`src/sv/xsed_pkg.sv`:
```
// package with shared types, codes and helpers for the xref stream entry decoder
`timescale 1ns / 1ps

package xsed_pkg;

    localparam logic [3:0]  MAX_COL_BYTES = 4'd8;
    localparam logic [63:0] DEFAULT_TYPE  = 64'd1;
    localparam logic [63:0] TYPE_IN_USE   = 64'd1;
    localparam logic [63:0] TYPE_PACKED   = 64'd2;

    typedef enum logic [1:0] {
        CMD_HEADER = 2'd0,
        CMD_DATA   = 2'd1,
        CMD_END    = 2'd2
    } cmd_t;

    typedef enum logic [1:0] {
        ST_ENTRY      = 2'd0,
        ST_END_OK     = 2'd1,
        ST_TRUNCATED  = 2'd2,
        ST_ZERO_WIDTH = 2'd3
    } status_t;

    typedef enum logic [1:0] {
        KIND_FREE       = 2'd0,
        KIND_IN_USE     = 2'd1,
        KIND_COMPRESSED = 2'd2
    } kind_t;

    typedef enum logic [1:0] {
        REG_TYPE_WIDTH   = 2'd0,
        REG_FIRST_WIDTH  = 2'd1,
        REG_SECOND_WIDTH = 2'd2
    } reg_index_t;

    typedef struct packed {
        logic [3:0] type_width;
        logic [3:0] first_width;
        logic [3:0] second_width;
    } widths_t;

    typedef struct packed {
        logic        valid;
        status_t     status;
        kind_t       kind;
        logic [31:0] object_number;
        logic [63:0] offset_or_link;
        logic [31:0] generation_or_index;
    } result_t;

    function automatic logic [3:0] clamp_width(input logic [3:0] w);
        clamp_width = (w > MAX_COL_BYTES) ? MAX_COL_BYTES : w;
    endfunction

endpackage

```
`src/sv/xsed_core.sv`:
```
// entry state, byte routing and entry decode for one beat
`timescale 1ns / 1ps

module xsed_core
(
    input  logic                 clk,
    input  logic                 rst_n,
    input  logic                 step,
    input  logic [1:0]           command,
    input  logic [7:0]           data_byte,
    input  logic [31:0]          first_object,
    input  logic [31:0]          entry_count,
    input  xsed_pkg::widths_t    widths,
    output xsed_pkg::result_t    result
);

    logic [63:0] type_acc_reg,   type_acc_next;
    logic [63:0] first_acc_reg,  first_acc_next;
    logic [31:0] second_acc_reg, second_acc_next;
    logic [4:0]  byte_pos_reg,   byte_pos_next;
    logic [31:0] next_object_reg, next_object_next;
    logic [31:0] entries_left_reg, entries_left_next;

    logic [3:0]  tw;
    logic [3:0]  fw;
    logic [3:0]  sw;
    logic [4:0]  tf_end;
    logic [4:0]  total;
    logic [4:0]  pos_inc;
    logic [63:0] type_sh;
    logic [63:0] first_sh;
    logic [31:0] second_sh;
    logic [63:0] type_code;

    assign tw      = xsed_pkg::clamp_width(widths.type_width);
    assign fw      = xsed_pkg::clamp_width(widths.first_width);
    assign sw      = xsed_pkg::clamp_width(widths.second_width);
    assign tf_end  = {1'b0, tw} + {1'b0, fw};
    assign total   = tf_end + {1'b0, sw};
    assign pos_inc = byte_pos_reg + 5'd1;

    // route the byte into the column picked by the current position
    always_comb
    begin
        type_sh   = type_acc_reg;
        first_sh  = first_acc_reg;
        second_sh = second_acc_reg;
        if (byte_pos_reg < {1'b0, tw})
        begin
            type_sh = {type_acc_reg[55:0], data_byte};
        end
        else if (byte_pos_reg < tf_end)
        begin
            first_sh = {first_acc_reg[55:0], data_byte};
        end
        else
        begin
            second_sh = {second_acc_reg[23:0], data_byte};
        end
    end

    assign type_code = (tw == 4'd0) ? xsed_pkg::DEFAULT_TYPE : type_sh;

    always_comb
    begin
        type_acc_next     = type_acc_reg;
        first_acc_next    = first_acc_reg;
        second_acc_next   = second_acc_reg;
        byte_pos_next     = byte_pos_reg;
        next_object_next  = next_object_reg;
        entries_left_next = entries_left_reg;
        result            = '0;

        case (command)
            xsed_pkg::CMD_HEADER:
            begin
                type_acc_next   = '0;
                first_acc_next  = '0;
                second_acc_next = '0;
                byte_pos_next   = '0;
                if (total == 5'd0)
                begin
                    entries_left_next = '0;
                    result.valid      = 1'b1;
                    result.status     = xsed_pkg::ST_ZERO_WIDTH;
                end
                else
                begin
                    next_object_next  = first_object;
                    entries_left_next = entry_count;
                end
            end
            xsed_pkg::CMD_END:
            begin
                type_acc_next     = '0;
                first_acc_next    = '0;
                second_acc_next   = '0;
                byte_pos_next     = '0;
                entries_left_next = '0;
                result.valid      = 1'b1;
                if (total == 5'd0)
                    result.status = xsed_pkg::ST_ZERO_WIDTH;
                else if (entries_left_reg != 32'd0)
                    result.status = xsed_pkg::ST_TRUNCATED;
                else
                    result.status = xsed_pkg::ST_END_OK;
            end
            xsed_pkg::CMD_DATA:
            begin
                if (entries_left_reg != 32'd0 && total != 5'd0)
                begin
                    if (pos_inc < total)
                    begin
                        type_acc_next   = type_sh;
                        first_acc_next  = first_sh;
                        second_acc_next = second_sh;
                        byte_pos_next   = pos_inc;
                    end
                    else
                    begin
                        // last byte of the entry
                        result.valid         = 1'b1;
                        result.status        = xsed_pkg::ST_ENTRY;
                        result.object_number = next_object_reg;
                        if (type_code == xsed_pkg::TYPE_IN_USE)
                        begin
                            result.kind                = xsed_pkg::KIND_IN_USE;
                            result.offset_or_link      = first_sh;
                            result.generation_or_index = {16'd0, second_sh[15:0]};
                        end
                        else if (type_code == xsed_pkg::TYPE_PACKED)
                        begin
                            result.kind                = xsed_pkg::KIND_COMPRESSED;
                            result.offset_or_link      = {32'd0, first_sh[31:0]};
                            result.generation_or_index = second_sh;
                        end
                        else
                        begin
                            result.kind                = xsed_pkg::KIND_FREE;
                            result.offset_or_link      = {32'd0, first_sh[31:0]};
                            result.generation_or_index = {16'd0, second_sh[15:0]};
                        end
                        next_object_next  = next_object_reg + 32'd1;
                        entries_left_next = entries_left_reg - 32'd1;
                        type_acc_next     = '0;
                        first_acc_next    = '0;
                        second_acc_next   = '0;
                        byte_pos_next     = '0;
                    end
                end
            end
            default:
            begin
                result = '0;
            end
        endcase
    end

    always_ff @(posedge clk or negedge rst_n)
    begin
        if (!rst_n)
        begin
            type_acc_reg     <= '0;
            first_acc_reg    <= '0;
            second_acc_reg   <= '0;
            byte_pos_reg     <= '0;
            next_object_reg  <= '0;
            entries_left_reg <= '0;
        end
        else if (step)
        begin
            type_acc_reg     <= type_acc_next;
            first_acc_reg    <= first_acc_next;
            second_acc_reg   <= second_acc_next;
            byte_pos_reg     <= byte_pos_next;
            next_object_reg  <= next_object_next;
            entries_left_reg <= entries_left_next;
        end
    end

endmodule

```
`src/sv/xref_stream_entry_decoder_core.sv`:
```
// top level of the xref stream entry decoder: handshakes, config and result register
`timescale 1ns / 1ps

// Decodes packed cross-reference stream entries, one beat per cycle unless stalled.
// Item channel (item_valid/item_ready): command selects a subsection header
// (first_object, entry_count), a data byte (data_byte) or end of stream.
// Result channel (result_valid/result_ready): one beat per completed entry,
// per end of stream, and per header given while the total entry width is zero.
// Config channel (cfg_valid/cfg_ready, cfg_index, cfg_data): column widths in
// bytes, index 0 type, 1 first, 2 second; other indexes are dropped. Write
// only while the decoder is empty. cfg_ready is always high.
// Throughput: one item per cycle unless the result channel stalls, set by the
// single decode stage between the input register and the result register.
// An item beat reaches the ports through the input register and the result register.
// A stalled receiver holds the result register; the input register then
// fills and item_ready drops until the result beat goes out.
// Reset clears the entry state and the valid flags and loads the default
// widths 1, 4 and 2.
module xref_stream_entry_decoder_core
(
    input  logic        clk,
    input  logic        rst_n,

    input  logic        item_valid,
    output logic        item_ready,
    input  logic [1:0]  command,
    input  logic [7:0]  data_byte,
    input  logic [31:0] first_object,
    input  logic [31:0] entry_count,

    output logic        result_valid,
    input  logic        result_ready,
    output logic [1:0]  status,
    output logic [1:0]  entry_kind,
    output logic [31:0] object_number,
    output logic [63:0] offset_or_link,
    output logic [31:0] generation_or_index,

    input  logic        cfg_valid,
    output logic        cfg_ready,
    input  logic [1:0]  cfg_index,
    input  logic [3:0]  cfg_data
);

    xsed_pkg::widths_t widths_reg;

    logic        in_valid_reg;
    logic [1:0]  command_reg;
    logic [7:0]  data_byte_reg;
    logic [31:0] first_object_reg;
    logic [31:0] entry_count_reg;

    xsed_pkg::result_t core_result;
    xsed_pkg::result_t result_reg;

    logic advance;

    assign cfg_ready  = 1'b1;
    assign advance    = in_valid_reg && (!result_reg.valid || result_ready);
    assign item_ready = !in_valid_reg || advance;

    always_ff @(posedge clk or negedge rst_n)
    begin
        if (!rst_n)
        begin
            widths_reg.type_width   <= 4'd1;
            widths_reg.first_width  <= 4'd4;
            widths_reg.second_width <= 4'd2;
        end
        else if (cfg_valid)
        begin
            case (cfg_index)
                xsed_pkg::REG_TYPE_WIDTH:   widths_reg.type_width   <= cfg_data;
                xsed_pkg::REG_FIRST_WIDTH:  widths_reg.first_width  <= cfg_data;
                xsed_pkg::REG_SECOND_WIDTH: widths_reg.second_width <= cfg_data;
                default:                    widths_reg              <= widths_reg;
            endcase
        end
    end

    // input register
    always_ff @(posedge clk or negedge rst_n)
    begin
        if (!rst_n)
        begin
            in_valid_reg <= 1'b0;
        end
        else if (item_ready)
        begin
            in_valid_reg <= item_valid;
        end
    end

    always_ff @(posedge clk)
    begin
        if (item_valid && item_ready)
        begin
            command_reg      <= command;
            data_byte_reg    <= data_byte;
            first_object_reg <= first_object;
            entry_count_reg  <= entry_count;
        end
    end

    xsed_core u_core
    (
        .clk          (clk),
        .rst_n        (rst_n),
        .step         (advance),
        .command      (command_reg),
        .data_byte    (data_byte_reg),
        .first_object (first_object_reg),
        .entry_count  (entry_count_reg),
        .widths       (widths_reg),
        .result       (core_result)
    );

    // result register
    always_ff @(posedge clk or negedge rst_n)
    begin
        if (!rst_n)
        begin
            result_reg <= '0;
        end
        else if (advance && core_result.valid)
        begin
            result_reg <= core_result;
        end
        else if (result_ready)
        begin
            result_reg.valid <= 1'b0;
        end
    end

    assign result_valid        = result_reg.valid;
    assign status              = result_reg.status;
    assign entry_kind          = result_reg.kind;
    assign object_number       = result_reg.object_number;
    assign offset_or_link      = result_reg.offset_or_link;
    assign generation_or_index = result_reg.generation_or_index;

endmodule
```
`config.mk`:
```
export PLATFORM = sky130hd
export DESIGN_NAME = xref_stream_entry_decoder_core
export DESIGN_NICKNAME = d
export VERILOG_FILES = /design/src/sv/xsed_pkg.sv /design/src/sv/xsed_core.sv /design/src/sv/xref_stream_entry_decoder_core.sv
export SDC_FILE = /design/constraint.sdc
export NUM_CORES = 1
export LEC_CHECK = 0
export BUFFER_PORTS_ARGS = -buffer_cell sky130_fd_sc_hd__buf_2
export CAP_MARGIN = 20
export CELL_PAD_IN_SITES_DETAIL_PLACEMENT = 1
export CELL_PAD_IN_SITES_GLOBAL_PLACEMENT = 1
export CORE_MARGIN = 4
export CORE_UTILIZATION = 51
export CTS_CLUSTER_SIZE = 16
export DETAILED_ROUTE_END_ITERATION = 7
export PLACE_DENSITY = 0.93
export SYNTH_ARGS = -nofsm -noshare
export SYNTH_HDL_FRONTEND = slang
export SYNTH_SLANG_ARGS = --single-unit
```
`constraint.sdc`:
```
create_clock -name clk -period 9.2 [get_ports clk]
set_input_delay 0.92 -clock clk [delete_from_list [all_inputs] [get_ports clk]]
set_output_delay 0.92 -clock clk [all_outputs]
set_load 0.005 [all_outputs]
```
==> out/summary.txt <==
Hold Vio Cnt, Final - 0
Cts hold-fix bufs - 0
Most common library cell in the layout ignoring fill and taps - dfrtp_1
Largest family of logic cells by synthesized area - compound AO/OA/AOI/OAI gates
Crit start category - flip-flop
Placer Congestion - 0.870
First-pass GRT wire length - 94.7 mm
Adder-cell area share of the yosys netlist - 0.0195
Largest net degree at the start of global routing - 199
Leak - 10.3 nW
Die Footprint - 41100 um2
Sequential area share after synthesis - 0.600
Post-synth ARST share - 0.835
Final WS setup - 3.82 ns
Worst clock skew - 0.0413 ns
Worst Hold Class - in2async
Antenna-violating nets left - 0
Port bufs - 218
CTS tree - done
Root buffer cell - clkbuf_16
Max VDD drop - 0.000234 V
Die X - 203 um
H-tree lvl count - 2
CP Data Required Time - 9.70 ns
Area after DPL - 20800 um2
Min Hold Slack - 0.349 ns
Final core utilization - 0.600
Max stage delay on crit path - 0.99 ns
Total wire length - 60.0 mm
DP Worst Slack - 3.96 ns
Core area - 37600 um2
CP max stage cell - or4_1
Top_reg_cell synth - dfrtp_1
Avg Inst Size Synth - 11.8 um2
Setup_tns - 0 ns
Drt first pass iters - 5
Synth Area in XOR/XNOR - 0.00453
Final instance area - 22600 um2
Simple-Gate Fraction of Synth Area - 0.0916
Final Cycle Share - 0.585
Syn Std Cell Area - 19300 um2
Compound-Gate Fraction of Synth Area - 0.195
Vias in the first global route - 16.3k
Ant. Diodes - 0
# Max-Cap Violations - 0
Setup violators final - 0
CTS Buffer Depth - 3
Fraction of synthesized area in multiplexers - 0.0582
Unrepaired setup endpoints after global routing - no
Initial Util - 0.515
Setup bufs post-CTS - 0
Area Growth Syn to Fin - 16.6%
Post-synthesis cell count - 1644
Clock-pin slew on the worst setup and hold paths - 0.07 ns
Via/cell ratio - 6.34
CTS sink count - 449
Critical Path End Type - flip-flop
Worst-Margin Slew - 1.08 ns
DRT iter0 DRCs - 1486
Yosys Warn Count - 0
Rel. slew slack - 0.278
Routed len/inst - 25.3 um
Pwr dens - 262 nW/um2
Fmax achieved - 0.186 GHz
Status - completed
Grt total ovfl - 0
Via count - 15.0k
# resized after CTS - 0
Commonest non-fill, non-tap cells in the layout - 372 x dfrtp_1, 217 x buf_2, 165 x nand2_1
Nets - 1934
Post-synth EDFFs - 74
Reg2reg setup slack - 3.82 ns
Netlist cell types - 66
Number of synthesized register bits - 449
Total GRT Usage - 0.287
Chip height - 203 um
DRC - 0
Max Slew Vio Count - 0
Row count - 71
Synthesized Nets - 1758
Worst-path cell chain - nor2b_1 -> ha_1 -> fa_1 -> inv_1 -> fa_1 -> inv_1 -> a21o_1 -> a21oi_1 -> xnor2_1 -> ha_1 -> nand2_1 -> o21ai_1 -> nand3_1 -> or3_4 -> or4_1 -> o2bb2ai_1
# IOs - 220
CTS buffer count - 47
Clk_lat worst skew - 0.60 ns
Layout cell share with drive strength beyond 1 - 0.196
Crit path time final - 5.38 ns
CP Max Fanout - 42
Arr. time, crit path - 5.88 ns
DP Wirelength - 36.7 mm
Antenna violations before repair - 3
Critical path type - reg2reg
[metal layers]
layer	vias to the layer above	global-route usage	routed length [um]
li1	6478	-	-
met1	7778	0.368	23700
met2	623	0.492	30900
met3	155	0.0457	3340
met4	2	0.116	2140
met5	-	0	13
[cell usage after synthesis, types with 4 or more instances]
| master | instances | area, um2 |
|---|---|---|
| clkbuf_1 | 71 | 267 |
| buf_1 | 4 | 15.0 |
| nand3b_1 | 6 | 45.0 |
| and3_1 | 12 | 75.1 |
| nand4_1 | 10 | 62.6 |
| a22oi_1 | 9 | 67.6 |
| xnor2_1 | 5 | 43.8 |
| o2bb2ai_1 | 39 | 342 |
| edfxtp_1 | 74 | 2220 |
| and2_1 | 7 | 43.8 |
| mux2_2 | 11 | 124 |
| a21o_1 | 7 | 52.6 |
| a21boi_0 | 5 | 37.5 |
| o22ai_1 | 61 | 382 |
| a31o_2 | 4 | 35.0 |
| xor2_1 | 5 | 43.8 |
| a211oi_1 | 4 | 30.0 |
| a31oi_1 | 5 | 31.3 |
| a32oi_1 | 9 | 78.8 |
| a22o_1 | 158 | 1380 |
| nor3_1 | 19 | 95.1 |
| a21oi_1 | 71 | 355 |
| mux2i_1 | 100 | 1000 |
| nor2b_1 | 6 | 37.5 |
| inv_1 | 27 | 101 |
| o2bb2ai_2 | 9 | 135 |
| nor2_1 | 81 | 304 |
| dfrtp_1 | 372 | 9310 |
| nand2b_1 | 5 | 31.3 |
| nand2_1 | 165 | 619 |
| o32ai_1 | 8 | 70.1 |
| ha_1 | 27 | 338 |
| or3_1 | 9 | 56.3 |
| nand3_1 | 18 | 90.1 |
| o21ai_0 | 95 | 475 |
| o21ai_1 | 7 | 35.0 |
| a311oi_1 | 12 | 105 |
| buf_2 | 38 | 190 |
| nor4_1 | 26 | 163 |
[through the flow]
stage	instances	total power (W)
floorplan	1644	0.00336
global placement	2277	0.00374
detailed placement	2279	0.00386
CTS	2367	0.00591
global route	2370	0.00619
finish	2370	0.00591
[worst max-delay path, delay by kind of cell (launching register included)]
kind / cells / cell delay, ns
flops: 1 / 0.40
simple gates: 5 / 2.13
compound gates: 4 / 0.82
xor+xnor: 1 / 0.15
fa+ha+maj: 4 / 1.61
buf+inv: 2 / 0.19
[power by group]
part	total, W	internal, W	leakage [nW]	switching, W
clock	0.00201	0.00118	0.808	0.000831
combinational	0.00133	0.000483	3.65	0.000845
sequential	0.00257	0.00229	5.80	0.000281
[logic make-up after synthesis]
family,count (synthesis)
AO/OA/AOI/OAI,518
XOR/XNOR,10
adder cells (fa/ha/maj),29
buffers and inverters,143
flip-flops,449
multiplexers,111
other,1
AND/OR/NAND/NOR,383
[final timing paths]
path,from,endpoint,depth (start not counted)
setup / recovery,widths_reg[8],generation_or_index[29],16
hold / removal,rst_n,object_number[23],1
setup reg to reg,widths_reg[8],generation_or_index[29],16
hold reg to reg,offset_or_link[48],offset_or_link[48],1
max in group asynchronous,rst_n,u_core.second_acc_reg[4],2
min in group clk,offset_or_link[48],offset_or_link[48],1
[cell type report]
| type | count | area (um2) |
|---|---|---|
| Clock buffer | 69 | 1370 |
| Sequential cell | 449 | 11600 |
| Timing Repair Buffer | 243 | 1360 |
| Inverter | 27 | 101 |
| Multi-Input combinational cell | 1052 | 7200 |
| Fill cell | 3845 | 15000 |
| Tap cell | 511 | 639 |
| Clock inverter | 19 | 278 |
Power figures use the tool's default switching activity.
